**src/sv/tvc_pkg.sv**
```systemverilog
package tvc_pkg;

    // pipeline lengths of the iterative units
    localparam int CORDIC_STEPS = 24;
    localparam int SQRT_STEPS   = 32;
    localparam int DIV_STEPS    = 31;

    // 1.0 in Q.29 and the small-angle threshold (about 1e-6)
    localparam logic [63:0] ONE_Q29   = 64'h0000_0000_2000_0000;
    localparam logic [31:0] TINY_NORM = 32'd537;

    // register reset values
    localparam logic [15:0] PROP_GAIN_RST    = 16'd256;
    localparam logic [15:0] DERIV_GAIN_RST   = 16'd26;
    localparam logic [14:0] GIMBAL_LIMIT_RST = 15'd5719;

    typedef enum logic [1:0] {
        CFG_PROP_GAIN    = 2'd0,
        CFG_DERIV_GAIN   = 2'd1,
        CFG_GIMBAL_LIMIT = 2'd2
    } t_cfg_reg;

    typedef struct packed {
        logic signed [15:0] quat_w;
        logic signed [15:0] quat_x;
        logic signed [15:0] quat_y;
        logic signed [15:0] quat_z;
        logic signed [15:0] rate_x;
        logic signed [15:0] rate_y;
        logic        [15:0] tick_dt;
    } t_tick;

    typedef struct packed {
        logic signed [15:0] cmd_yaw;
        logic signed [15:0] cmd_pitch;
        logic signed [15:0] err_yaw;
        logic signed [15:0] err_pitch;
        logic               saturated;
    } t_cmd;

    typedef struct packed {
        logic [15:0] prop_gain;
        logic [15:0] deriv_gain;
        logic [14:0] gimbal_limit;
    } t_gains;

    // atan(2^-i) in Q.30
    function automatic logic [29:0] atan_q30(input logic [4:0] idx);
        logic [29:0] v;
        unique case (idx)
            5'd0:    v = 30'h3243F6A8;
            5'd1:    v = 30'h1DAC6705;
            5'd2:    v = 30'h0FADBAFC;
            5'd3:    v = 30'h07F56EA6;
            5'd4:    v = 30'h03FEAB76;
            5'd5:    v = 30'h01FFD55B;
            5'd6:    v = 30'h00FFFAAA;
            5'd7:    v = 30'h007FFF55;
            5'd8:    v = 30'h003FFFEA;
            5'd9:    v = 30'h001FFFFD;
            5'd10:   v = 30'h000FFFFF;
            5'd11:   v = 30'h0007FFFF;
            5'd12:   v = 30'h0003FFFF;
            5'd13:   v = 30'h0001FFFF;
            5'd14:   v = 30'h0000FFFF;
            5'd15:   v = 30'h00007FFF;
            5'd16:   v = 30'h00003FFF;
            5'd17:   v = 30'h00001FFF;
            5'd18:   v = 30'h00000FFF;
            5'd19:   v = 30'h000007FF;
            5'd20:   v = 30'h000003FF;
            5'd21:   v = 30'h000001FF;
            5'd22:   v = 30'h000000FF;
            5'd23:   v = 30'h0000007F;
            default: v = '0;
        endcase
        return v;
    endfunction

endpackage

```
**src/sv/tvc_if.sv**
```systemverilog
// tick stream into the controller
interface tvc_tick_if;
    logic          valid;
    logic          ready;
    tvc_pkg::t_tick payload;
    modport source (output valid, output payload, input ready);
    modport sink   (input valid, input payload, output ready);
endinterface


```
**src/sv/tvc_front.sv**
```systemverilog
module tvc_front (
    input  logic           i_clk,
    input  logic           i_rst_n,
    tvc_tick_if.sink       i_tick,
    input  logic           i_q_full,
    output logic           o_q_push,
    output tvc_pkg::t_tick o_q_item
);

    logic           r_vld;
    tvc_pkg::t_tick r_item;
    logic           w_take;
    logic           w_keep;

    // a held beat moves to the queue when there is room
    assign o_q_push     = r_vld && !i_q_full;
    assign o_q_item     = r_item;
    assign i_tick.ready = !r_vld || !i_q_full;
    assign w_take       = i_tick.valid && i_tick.ready;
    // ticks with zero time step give no result and are dropped here
    assign w_keep       = (i_tick.payload.tick_dt != 16'd0);

    always_ff @(posedge i_clk) begin
        if (!i_rst_n) begin
            r_vld <= 1'b0;
        end else if (i_tick.ready) begin
            r_vld <= w_take && w_keep;
        end
    end

    always_ff @(posedge i_clk) begin
        if (w_take) begin
            r_item <= i_tick.payload;
        end
    end

endmodule

```
**src/flat_wrapper.sv**
```systemverilog
// flat-port wrapper written by rule: the top's interface ports become plain ports
module tvc_front_flat 
  (i_clk, i_rst_n, i_q_full, o_q_push, o_q_item, i_tick_valid, i_tick_payload, i_tick_ready);
  tvc_tick_if i_tick_i ();
  input  logic i_clk;
  input  logic i_rst_n;
  input  logic i_q_full;
  output logic o_q_push;
  output tvc_pkg::t_tick o_q_item;
  input wire logic [$bits(i_tick_i.valid)-1:0] i_tick_valid;
  input wire logic [$bits(i_tick_i.payload)-1:0] i_tick_payload;
  output wire logic [$bits(i_tick_i.ready)-1:0] i_tick_ready;
  assign i_tick_i.valid = i_tick_valid;
  assign i_tick_i.payload = i_tick_payload;
  assign i_tick_ready = i_tick_i.ready;
  tvc_front u_core (.i_clk(i_clk), .i_rst_n(i_rst_n), .i_tick(i_tick_i), .i_q_full(i_q_full), .o_q_push(o_q_push), .o_q_item(o_q_item));
endmodule
```
**config.mk**
```make
export PLATFORM = sky130hd
export DESIGN_NAME = tvc_front_flat
export DESIGN_NICKNAME = d
export VERILOG_FILES = /design/src/sv/tvc_pkg.sv /design/src/sv/tvc_if.sv /design/src/sv/tvc_front.sv /design/src/flat_wrapper.sv
export SDC_FILE = /design/constraint.sdc
export NUM_CORES = 1
export LEC_CHECK = 0
export ABC_AREA = 1
export BUFFER_PORTS_ARGS = -buffer_cell sky130_fd_sc_hd__buf_2
export CORE_ASPECT_RATIO = 1.1
export CORE_MARGIN = 5
export CORE_UTILIZATION = 44
export DETAILED_ROUTE_END_ITERATION = 16
export GPL_ROUTABILITY_DRIVEN = 0
export MAX_ROUTING_LAYER = met4
export PLACE_DENSITY_LB_ADDON = 0.15
export SLEW_MARGIN = 20
export SYNTH_ARGS = -nofsm -noshare
export SYNTH_HDL_FRONTEND = slang
export SYNTH_SLANG_ARGS = --single-unit
```
**constraint.sdc**
```tcl
create_clock -name i_clk -period 7.25 [get_ports i_clk]
set_input_delay 0.725 -clock i_clk [delete_from_list [all_inputs] [get_ports i_clk]]
set_output_delay 0.725 -clock i_clk [all_outputs]
set_load 0.05 [all_outputs]
```
==> flow_metrics.env <==
export IMPL_status="finished, final reports clean"
export IMPL_synth_top_family_by_area="simple AND/OR/NAND/NOR gates"
export IMPL_die_w_um=94.7
export IMPL_nets=500
export IMPL_first_global_vias=2212
export IMPL_routed_wl_met2_um=4560
export IMPL_utilization_pct=68.1
export IMPL_synth_adder_area_share_pct=0
export IMPL_vias=2148
export IMPL_critical_path_buf_inv_count=2
export IMPL_final_common_cell="buf_2"
export IMPL_synth_seq_cells=113
export IMPL_cts_max_level=4
export IMPL_antenna_found_initial=0
export IMPL_cts_made_buffers=17
export IMPL_synthCells=135
export IMPL_cp_start_kind="input pin"
export IMPL_fillCellCount=577
export IMPL_cts_path_max_buffers=2
export IMPL_drt_met1_wl_um=2780
export IMPL_cts_tree="done"
export IMPL_ys_warn_count=0
export IMPL_grt_pass1_wl_um=10900
export IMPL_critPathSlowestCell="buf_4"
export IMPL_fin_skew_ps=4.49
export IMPL_highest_layer="met4"
export IMPL_dieArea_mm2=0.00976
export IMPL_die_h_um=103
export IMPL_synthXorXnorAreaFrac_pct=0
export IMPL_worstPathMaxFanout=63
export IMPL_yosys_area_share_simple_pct=2.13
export IMPL_postCtsHoldBufs=0
export IMPL_post_cts_resized=0
export IMPL_cts_sinks=113
export IMPL_drc=0
export IMPL_port_buffers=229
export IMPL_cap_violations=0
export IMPL_cp_cell_sequence="buf_2 > nand2_1 > and2_4 > buf_4"
export IMPL_synth_area_mm2=0.00347
export IMPL_rows=34
export IMPL_period_needed_ps=2160
export IMPL_ant_nets=0
export IMPL_ir_worst_vdd_uv=174
export IMPL_drtIter0Drc=104
export IMPL_postCtsSetupBuffers=0
export IMPL_power_leakage_nw=2.30
export IMPL_final_seq_area_mm2=0.00338
export IMPL_clk_pin_slew_worst_paths_ps=50
export IMPL_gr_total_overflow=0
export IMPL_worst_pin_slew_ps=778
export IMPL_cpPeakStageDelay_ps=730
export IMPL_met3_length_um=679
export IMPL_cts_root_buf="clkbuf_8"
export IMPL_multiInputGateArea_um2=81.3
export IMPL_syn_num_nets=251
export IMPL_wire_per_inst_um=16.1
export IMPL_antennaDiodeCount=0
export IMPL_io_pins=230
export IMPL_path_delay_family="buffers and inverters"
export IMPL_fin_setup_tns_ps=0
export IMPL_end_kind="register"
export IMPL_synthDistinctLibCells=7
export IMPL_hold_violations=0
export IMPL_grt_setup_unrepaired="false"
export IMPL_dp_hpwl_um=6210
export IMPL_yosysSeqAreaShare_pct=97.5
export IMPL_hp_class="input pin to register"
export IMPL_coreArea_mm2=0.00778
export IMPL_max_freq_mhz=462
export IMPL_syn_to_final_growth_pct=52.9
export IMPL_required_ps=7360
export IMPL_drv_slew=0
export IMPL_layout_common_cells="buf_2, edfxtp_1, clkbuf_16, nor2_1, nand2_1"
export IMPL_insertion_delay_ps=490
export IMPL_grt_max_degree=64
export IMPL_first_pass_iters=4
export IMPL_cp_arrival_ps=2270
export IMPL_path_class="input pin to register"
export IMPL_fin_crit_sh_pct=29.8
export IMPL_power_density_mw_per_mm2=326
export IMPL_drive_gt1_share_pct=65.0
export IMPL_gr_usage_all_layers_pct=16.5
export IMPL_viasPerCell=4.25
export IMPL_synth_mux_area_share_pct=0
export IMPL_synth_compound_area_share_pct=0.144
export IMPL_initial_core_util_pct=44.6
export IMPL_finalSetupViolations=0
export IMPL_maxSlewHeadroom_pct=48.1
export IMPL_syn_area_per_cell_um2=25.7
export IMPL_wl_um=8110
-- Yosys cell counts, drive strengths merged --
| master | n | area (um2) |
|---|---|---|
| a21oi | 1 | 5.00 |
| nor2 | 11 | 41.3 |
| nand2 | 7 | 26.3 |
| edfxtp | 112 | 3360 |
| and2 | 1 | 6.26 |
| inv | 2 | 7.51 |
| dfxtp | 1 | 20.0 |
-- report_power, final --
| group | switching [W] | total [W] | internal [W] |
|---|---|---|---|
| combinational | 0.000170 | 0.000217 | 0.0000470 |
| clock | 0.000259 | 0.000741 | 0.000482 |
| sequential | 0.00000774 | 0.000773 | 0.000766 |
-- sequential cells by signal, summed over array words and instances (netlist names) --
register	cells
u_core.o_q_item	112
u_core.r_vld	1
-- final timing paths --
path                      startpoint  cells past startpoint                   to  slack [ps]
setup / recovery            i_q_full                      4  u_core.o_q_item[52]        5090
hold / removal    i_tick_payload[19]                      1  u_core.o_q_item[19]         410
setup reg to reg        u_core.r_vld                      3  u_core.o_q_item[52]        5120
hold reg to reg         u_core.r_vld                      2         u_core.r_vld         520
-- per-layer routing --
layer  vias up  track usage (%)
li1       1033                -
met1       988             16.0
met2       119             29.0
met3         8             6.06
met4         0             8.21
met5         -                -
-- cell type report --
class	instances	area share (%)
Clock inverter	12	2.22
Clock buffer	20	8.02
Inverter	2	0.142
Tap cell	108	2.55
Timing Repair Buffer	230	21.8
Multi-Input combinational cell	20	1.53
Sequential cell	113	63.8
-- metrics by stage --
step	instance area, um2	power, W	instances	setup WS, ps	hold slack, ps
floorplan	3470	0.000936	135	3000	820
global placement	4760	0.00100	473	4640	485
detailed placement	4760	0.00101	473	4590	508
CTS	5300	0.00175	505	5120	369
global route	5300	0.00180	505	4980	372
finish	5300	0.00173	505	5090	409
-- cells by family (layout without fill, tap and decap cells) --
kind of cell / Yosys count / in the layout
AND/OR/NAND/NOR: 19 / 19
AO/OA/AOI/OAI: 1 / 1
buffers and inverters: 2 / 264
flip-flops: 113 / 113
-- worst reg2reg max path, stage by stage (launching register included) --
cell     delay [ps]
dfxtp_1         310
nand2_1          90
and2_4          560
buf_4           760
No activity file was read; power rests on OpenSTA's default activity.
