--- config.mk ---
export PLATFORM = sky130hd
export DESIGN_NAME = tvc_queue
export DESIGN_NICKNAME = d
export VERILOG_FILES = /design/src/sv/tvc_pkg.sv /design/src/sv/tvc_queue.sv
export SDC_FILE = /design/constraint.sdc
export NUM_CORES = 1
export LEC_CHECK = 0
export BUFFER_PORTS_ARGS = -buffer_cell sky130_fd_sc_hd__buf_4
export CAP_MARGIN = 10
export CELL_PAD_IN_SITES_DETAIL_PLACEMENT = 1
export CELL_PAD_IN_SITES_GLOBAL_PLACEMENT = 2
export CORE_MARGIN = 4
export CORE_UTILIZATION = 37
export CTS_CLUSTER_SIZE = 25
export DETAILED_ROUTE_END_ITERATION = 12
export GPL_TIMING_DRIVEN = 0
export PLACE_DENSITY_LB_ADDON = 0.2
export SKIP_CTS_REPAIR_TIMING = 1
export SYNTH_ARGS = -nofsm -noshare
export SYNTH_HDL_FRONTEND = slang
export SYNTH_SLANG_ARGS = --single-unit
export TNS_END_PERCENT = 1
--- constraint.sdc ---
create_clock -name i_clk -period 7.15 [get_ports i_clk]
set_clock_uncertainty 0.05 [all_clocks]
set_input_delay 1.0725 -clock i_clk [delete_from_list [all_inputs] [get_ports i_clk]]
set_output_delay 1.0725 -clock i_clk [all_outputs]
set_load 0.05 [all_outputs]
--- src/sv/tvc_pkg.sv ---
package tvc_pkg;

    // pipeline lengths of the iterative units
    localparam int CORDIC_STEPS = 24;
    localparam int SQRT_STEPS   = 32;
    localparam int DIV_STEPS    = 31;

    // 1.0 in Q.29 and the small-angle threshold (about 1e-6)
    localparam logic [63:0] ONE_Q29   = 64'h0000_0000_2000_0000;
    localparam logic [31:0] TINY_NORM = 32'd537;

    // register reset values
    localparam logic [15:0] PROP_GAIN_RST    = 16'd256;
    localparam logic [15:0] DERIV_GAIN_RST   = 16'd26;
    localparam logic [14:0] GIMBAL_LIMIT_RST = 15'd5719;

    typedef enum logic [1:0] {
        CFG_PROP_GAIN    = 2'd0,
        CFG_DERIV_GAIN   = 2'd1,
        CFG_GIMBAL_LIMIT = 2'd2
    } t_cfg_reg;

    typedef struct packed {
        logic signed [15:0] quat_w;
        logic signed [15:0] quat_x;
        logic signed [15:0] quat_y;
        logic signed [15:0] quat_z;
        logic signed [15:0] rate_x;
        logic signed [15:0] rate_y;
        logic        [15:0] tick_dt;
    } t_tick;

    typedef struct packed {
        logic signed [15:0] cmd_yaw;
        logic signed [15:0] cmd_pitch;
        logic signed [15:0] err_yaw;
        logic signed [15:0] err_pitch;
        logic               saturated;
    } t_cmd;

    typedef struct packed {
        logic [15:0] prop_gain;
        logic [15:0] deriv_gain;
        logic [14:0] gimbal_limit;
    } t_gains;

    // atan(2^-i) in Q.30
    function automatic logic [29:0] atan_q30(input logic [4:0] idx);
        logic [29:0] v;
        unique case (idx)
            5'd0:    v = 30'h3243F6A8;
            5'd1:    v = 30'h1DAC6705;
            5'd2:    v = 30'h0FADBAFC;
            5'd3:    v = 30'h07F56EA6;
            5'd4:    v = 30'h03FEAB76;
            5'd5:    v = 30'h01FFD55B;
            5'd6:    v = 30'h00FFFAAA;
            5'd7:    v = 30'h007FFF55;
            5'd8:    v = 30'h003FFFEA;
            5'd9:    v = 30'h001FFFFD;
            5'd10:   v = 30'h000FFFFF;
            5'd11:   v = 30'h0007FFFF;
            5'd12:   v = 30'h0003FFFF;
            5'd13:   v = 30'h0001FFFF;
            5'd14:   v = 30'h0000FFFF;
            5'd15:   v = 30'h00007FFF;
            5'd16:   v = 30'h00003FFF;
            5'd17:   v = 30'h00001FFF;
            5'd18:   v = 30'h00000FFF;
            5'd19:   v = 30'h000007FF;
            5'd20:   v = 30'h000003FF;
            5'd21:   v = 30'h000001FF;
            5'd22:   v = 30'h000000FF;
            5'd23:   v = 30'h0000007F;
            default: v = '0;
        endcase
        return v;
    endfunction

endpackage

--- src/sv/tvc_queue.sv ---
module tvc_queue #(
    parameter int DEPTH = 4
) (
    input  logic           i_clk,
    input  logic           i_rst_n,
    input  logic           i_push,
    input  tvc_pkg::t_tick i_item,
    output logic           o_full,
    input  logic           i_pop,
    output logic           o_vld,
    output tvc_pkg::t_tick o_item
);

    localparam int AW = (DEPTH > 1) ? $clog2(DEPTH) : 1;
    localparam int CW = $clog2(DEPTH + 1);

    tvc_pkg::t_tick r_mem [DEPTH];
    logic [AW-1:0]  r_wr;
    logic [AW-1:0]  r_rd;
    logic [CW-1:0]  r_cnt;
    logic [AW-1:0]  n_wr;
    logic [AW-1:0]  n_rd;
    logic           w_push;
    logic           w_pop;

    assign o_full = (r_cnt == CW'(DEPTH));
    assign o_vld  = (r_cnt != '0);
    assign o_item = r_mem[r_rd];
    assign w_push = i_push && !o_full;
    assign w_pop  = i_pop && o_vld;

    // pointer wrap
    assign n_wr = (r_wr == AW'(DEPTH - 1)) ? '0 : r_wr + AW'(1);
    assign n_rd = (r_rd == AW'(DEPTH - 1)) ? '0 : r_rd + AW'(1);

    always_ff @(posedge i_clk) begin
        if (!i_rst_n) begin
            r_wr  <= '0;
            r_rd  <= '0;
            r_cnt <= '0;
        end else begin
            if (w_push) r_wr <= n_wr;
            if (w_pop)  r_rd <= n_rd;
            if (w_push && !w_pop) begin
                r_cnt <= r_cnt + CW'(1);
            end else if (w_pop && !w_push) begin
                r_cnt <= r_cnt - CW'(1);
            end
        end
    end

    always_ff @(posedge i_clk) begin
        if (w_push) begin
            r_mem[r_wr] <= i_item;
        end
    end

endmodule

==> results of run 1 <==
## area by class of cell
class / count / area [um^2]
plain buffers: 27 / 278
clock buffers: 59 / 1310
clock inverters: 31 / 213
fillers: 4032 / 23500
inverters: 3 / 11.3
multi-input cells: 149 / 2810
flip-flops and latches: 457 / 13600
well taps: 592 / 741
repair buffers: 237 / 1920
## worst paths after layout
kind / cells past startpoint / slack, ps / start / to
setup / recovery: 4 / 3660 / register / o_item[20]
hold / removal: 2 / 450 / r_wr[1] / r_wr[1]
setup reg to reg: 9 / 4710 / r_cnt[0] / r_cnt[2]
hold reg to reg: 2 / 450 / r_wr[1] / r_wr[1]
## metal layers
metal	up-vias	GRT usage, %	wire [um]
met5	-	0	0
met4	0	3.68	693
met3	50	5.19	2710
met2	208	22.9	16700
met1	3893	18.6	14300
li1	3327	-	-
## worst max-delay path, cell delays in order, from the launching register on
cell and delay, ps:
dfxtp_1 410, buf_2 420, buf_2 380, mux4_2 370
buf_4 210
## flip-flops by register name (all words and copies together), names as in the netlist, named ones only
register and cells:
r_cnt 3, r_mem 448, r_rd 2, r_wr 2
## stage by stage
stage	power [mW]	utilization [%]	setup WS, ps
after floorplan	5.37	-	2570
after global placement	6.24	43.2	-112
after detailed placement	6.23	43.7	4050
after CTS	8.65	47.1	3550
after global routing	8.89	47.1	3500
final	8.48	47.1	3660
## logic make-up (layout without fill, tap and decap cells)
family          after synthesis  in the layout  synth area share (%)
buf+inv                      30            357                  1.73
fa+ha+maj                     7              7                 0.569
compound gates                5              5                 0.180
xor+xnor                      2              2                 0.105
simple gates                 20             20                 0.621
flops                       457            457                  81.5
mux                         115            115                  15.3
## power breakdown
| part | switching, mW | total (mW) | internal (mW) | leakage, nW |
|---|---|---|---|---|
| combinational | 1.78 | 2.78 | 1.00 | 2.07 |
| sequential | 0.0658 | 3.33 | 3.26 | 4.18 |
| clock | 1.00 | 2.37 | 1.37 | 0.752 |
## cells in the final DEF, fill, tap and decap left out, types with 2 or more instances in the layout
master     instances
buf_12            11
clkbuf_16         51
buf_2              9
dfxtp_1            9
buf_4            232
clkinv_1          11
clkbuf_1          10
bufinv_16          2
inv_1              3
nand2_1            6
and2_4             4
nand3_1            2
mux2i_1            3
ha_1               6
clkinv_2          12
or3_1              2
nor2_1             2
clkinv_4           4
o21ai_0            3
nor2b_1            2
buf_1              3
edfxtp_1         448
mux4_2           112
buf_16             6
==> impl_metrics.yaml, run 1 <==
outcome:
  run_status: "completed"
cts:
  clock_path_buffers: 3
  numClockSinks: 457
  tritoncts: "built"
  cts_buffers: 49
  clk_latency_ps: 570
  cts_max_level: 2
  clk_pin_slew_ps: 60
  clockRootBuffer: "clkbuf_16"
global_route:
  grt_pass1_wl_um: 51800
  grt_overflow: 0
  grt_usage_pct: 14.3
  grt_max_degree: 55
  grt_pass1_vias: 8233
  antenna_found_initial: 0
place:
  placed_cell_area_um2: 19400
  place.gp.congestion: 0.654
  hpwl_um: 21200
  io_buffer_count: 229
  dp.cells: 1465
synthesis:
  synth-edff-count: 448
  netlist_instances: 636
  synth_top_cell_by_area: "edfxtp_1"
  ys.flop_type: "edfxtp_1"
  ys_ff_latch: 457
  synth.avg_cell_area_um2: 26.3
  syn_nets: 759
  syn-cell-area_um2: 16700
  async_reset_ff_share_pct: 0
  synth_top_area_share_pct: 80.5
  synth_cell_types: 25
  ys_warn_count: 0
  ys_top_cells_by_count: "edfxtp_1, mux4_2, buf_12, buf_2, dfxtp_1"
  ys_seq_area_share_pct: 81.5
  synth.area.top_cells: "edfxtp_1, mux4_2, buf_12"
  yosysMostFrequentCell: "edfxtp_1"
floorplan:
  ios: 230
  floorplan.initialDensity_pct: 37.6
  num_rows: 77
  dieWidth_um: 221
  die_area_um2: 48700
  fp.dieH_um: 221
  core_area_um2: 44400
finish:
  final_cells: 1555
  final_cell_area_um2: 20900
  area_growth_pct: 25.1
  nNetsFinal: 1047
  drive_above_1_share_pct: 46.3
  n_antenna_cell: 0
timing:
  grt_setup_unrepaired: "false"
  finalCritPeriodShare_pct: 48.8
  slew_violations: 0
  timing.setup.tns_ps: 0
  final_hold_viol_count: 0
  slew_headroom_pct: 56.5
  fmax_ghz: 0.287
  holdWs_ps: 450
  tightest_slew_ps: 653
  period_needed_ps: 3490
  setup_violations: 0
routing:
  drt-vias-per-instance: 4.81
  drtIter0Drc: 383
  drc: 0
  vias: 7478
  wl_per_cell_um: 22.1
  finalWirelength_um: 34400
  ant_nets: 0
  firstDrtPassIters: 4
power:
  p_leak_nw: 7.00
  peakVddDrop_v: 0.000218
  powerDensity_nw_per_um2: 405
critical_path:
  path_max_fanout: 10
  worst_ep_arrival_time_ps: 2370
  critPathCaptureType: "output port"
  startpoint_type: "register"
  worst-setup-path-type: "register to output port"
  crit_required_ps: 6030
min_path:
  hold_class: "register to register"
flow_run:
  max-cap-violations: 0
Power figures use the tool's default switching activity.
==> run 2, diff against run 1 <==
--- a/config.mk
+++ b/config.mk
@@ -5,6 +5,7 @@
 export SDC_FILE = /design/constraint.sdc
 export NUM_CORES = 1
 export LEC_CHECK = 0
+export ABC_AREA = 1
 export BUFFER_PORTS_ARGS = -buffer_cell sky130_fd_sc_hd__buf_4
 export CAP_MARGIN = 10
 export CELL_PAD_IN_SITES_DETAIL_PLACEMENT = 1
==> constraint.sdc (replaced) <==
create_clock -name i_clk -period 3.12 [get_ports i_clk]
set_clock_uncertainty 0.05 [all_clocks]
set_input_delay 0.468 -clock i_clk [delete_from_list [all_inputs] [get_ports i_clk]]
set_output_delay 0.468 -clock i_clk [all_outputs]
set_load 0.05 [all_outputs]
==> run 2 against run 1 <==
- worst setup slack got worse by 3500 ps
- synthesized area increased by 2.2%
- power rose to 2.5 times the previous value
- critical path depth rose by 2
- utilization increased by 0.16 points
- routed wire length increased by 34%
- via count grew 40%
- synthesized cell count grew 81%
- first-iteration DRC count rose by 75%
- sequential cell count unchanged
- sequential share of layout area is 1.7 points lower
- non-clock buffer count increased by 55
==> impl_metrics.yaml, run 2 <==
routing:
  finalWirelength_um: 46000
  wl_per_cell_um: 22.0
  drt-vias-per-instance: 5.02
  ant_nets: 0
  vias: 10466
  firstDrtPassIters: 4
  drc: 0
  drtIter0Drc: 669
min_path:
  whs_path_depth: 1
  min_from: "i_item[0]"
  hold_class: "input port to register"
  hold_end: "r_mem[2][0]"
synthesis:
  yosysMostFrequentCell: "edfxtp_1"
  synth.area.top_cells: "edfxtp_1, nor2_1, o21ai_0"
  synth.avg_cell_area_um2: 14.8
  syn-cell-area_um2: 17100
  async_reset_ff_share_pct: 0
  synth-edff-count: 448
  synth_top_cell_by_area: "edfxtp_1"
  synth_cell_types: 23
  ys_warn_count: 0
  ys_ff_latch: 457
  syn_nets: 1277
  ys_seq_area_share_pct: 79.8
  netlist_instances: 1154
  synth_top_area_share_pct: 78.7
  ys_top_cells_by_count: "edfxtp_1, nor2_1, o21ai_0, o22ai_1, o21ai_1"
  ys.flop_type: "edfxtp_1"
floorplan:
  floorplan.initialDensity_pct: 37.6
  core_area_um2: 45500
  num_rows: 78
  dieWidth_um: 223
  fp.dieH_um: 223
  ios: 230
  die_area_um2: 49700
finish:
  top_regs: "r_mem x448, r_cnt x3"
  drive_above_1_share_pct: 23.9
  final_common_cell: "edfxtp_1"
  nNetsFinal: 1574
  final_cells: 2085
  regMostFlops: "r_mem"
  utilization_pct: 47.3
  largest_register_ffs: 448
  area_growth_pct: 25.7
  n_fill_cell: 4602
  final_cell_mix: "edfxtp_1, nor2_1, buf_4"
flow_run:
  max-cap-violations: 0
timing:
  slew_violations: 0
  finalCritPeriodShare_pct: 95.4
  slew_headroom_pct: 49.1
  fmax_ghz: 0.336
  tightest_slew_ps: 762
  setup_violations: 0
  grt_setup_unrepaired: "true"
  worst_slack_ps: 144
  holdWs_ps: 44.2
  final_hold_viol_count: 0
  period_needed_ps: 2980
global_route:
  grt_pass1_vias: 11154
  grt_pass1_wl_um: 68900
  grt_overflow: 0
  grt_max_degree: 29
  grt_usage_pct: 18.3
  antenna_found_initial: 2
critical_path:
  reg2reg_from: "r_cnt[1]"
  startpoint_type: "register"
  slowest_delay_ps: 480
  crit_path_top_delay_cell: "clkbuf_1"
  worst-setup-path-type: "register to output port"
  r2r_cells: 7
  critical_path.top_delay_family: "buffers and inverters"
  critPathCaptureType: "output port"
  reg2reg_to: "r_mem[0][54]"
  path_max_fanout: 10
  worst_ep_arrival_time_ps: 2460
  r2r_slack_ps: 390
  crit_required_ps: 2600
  crit_buf_inv: 4
  worstPathCellList: "buf_6 > buf_8 > clkbuf_1 > nor2_1 > o22ai_1 > buf_4"
cts:
  cts_buffers: 49
  clk_latency_ps: 570
  tritoncts: "built"
  numClockSinks: 457
  clock_path_buffers: 3
  cts_max_level: 2
  clockRootBuffer: "clkbuf_16"
  clk_pin_slew_ps: 60
place:
  pre_cts_ws_ps: 310
  dp.cells: 2000
  hpwl_um: 29900
  io_buffer_count: 229
  place.gp.congestion: 0.710
power:
  p_leak_nw: 7.53
  powerDensity_nw_per_um2: 1010
  peakVddDrop_v: 0.000693
  finalPower_mw: 21.6
outcome:
  run_status: "completed"
## run 2: cell count changes after synthesis, moves of 8 or more
cell	before	now
buf_12	9	1
buf_6	1	18
clkbuf_1	2	40
inv_1	3	16
mux4_2	112	0
nand2_1	6	15
nor2_1	2	241
o21ai_0	3	176
o21ai_1	0	50
o22ai_1	0	112
## run 2: how the worst max path moves through the flow
stage / cells after the start / endpoint / startpoint / slack (ps)
after floorplan: 4 / r_mem[0][0] / r_cnt[1] / -1000
after global routing: 5 / o_item[85] / register / -10
after CTS: 5 / o_item[19] / register / 10
after global placement: 4 / r_mem[3][58] / r_cnt[0] / -3940
after detailed placement: 7 / r_mem[0][60] / r_cnt[0] / 310
final: 6 / o_item[2] / register / 140
## run 2: cells by family after synthesis
group	Yosys count	synth area share (%)
AOI/OAI and AO/OA	340	10.8
adders and majority gates	7	0.556
buffers and inverters	91	3.18
DFF	457	79.8
and+or+nand+nor	259	5.73
## run 2: layer usage
metal / routed length, um / global-route usage (%) / vias up / part of all wire [%]
li1: - / - / 4936 / -
met1: 20100 / 24.2 / 5245 / 44
met2: 22600 / 31.0 / 233 / 49
met3: 2330 / 3.82 / 50 / 5.1
met4: 849 / 4.79 / 2 / 1.8
met5: 13 / 0 / - / 0.028
## run 2: final cells by class
cell class | instances | area [um^2] | share of cell area (%)
Timing Repair Buffer | 246 | 2070 | 9.62
Buffer | 73 | 474 | 2.21
Sequential cell | 457 | 13600 | 63.4
Clock inverter | 25 | 277 | 1.29
Multi-Input combinational cell | 606 | 2950 | 13.7
Inverter | 18 | 75.1 | 0.349
Clock buffer | 59 | 1260 | 5.88
Tap cell | 600 | 751 | 3.49
Antenna cell | 1 | 2.50 | 0.0116
## run 2: metrics by stage
| stage | setup TNS [ps] | area (um^2) |
|---|---|---|
| finish | 0 | 21500 |
| global route | -11.1 | 21500 |
| CTS | 0 | 21500 |
| detailed placement | 0 | 19900 |
| global placement | -1691220 | 19600 |
| floorplan | -450170 | 17100 |
## run 2: where the power goes
part	internal (mW)	leakage [nW]	switching (mW)
Clock	3.36	0.747	2.26
Sequential	7.47	4.18	0.154
Combinational	2.26	2.60	6.10
Total	13.1	7.53	8.52
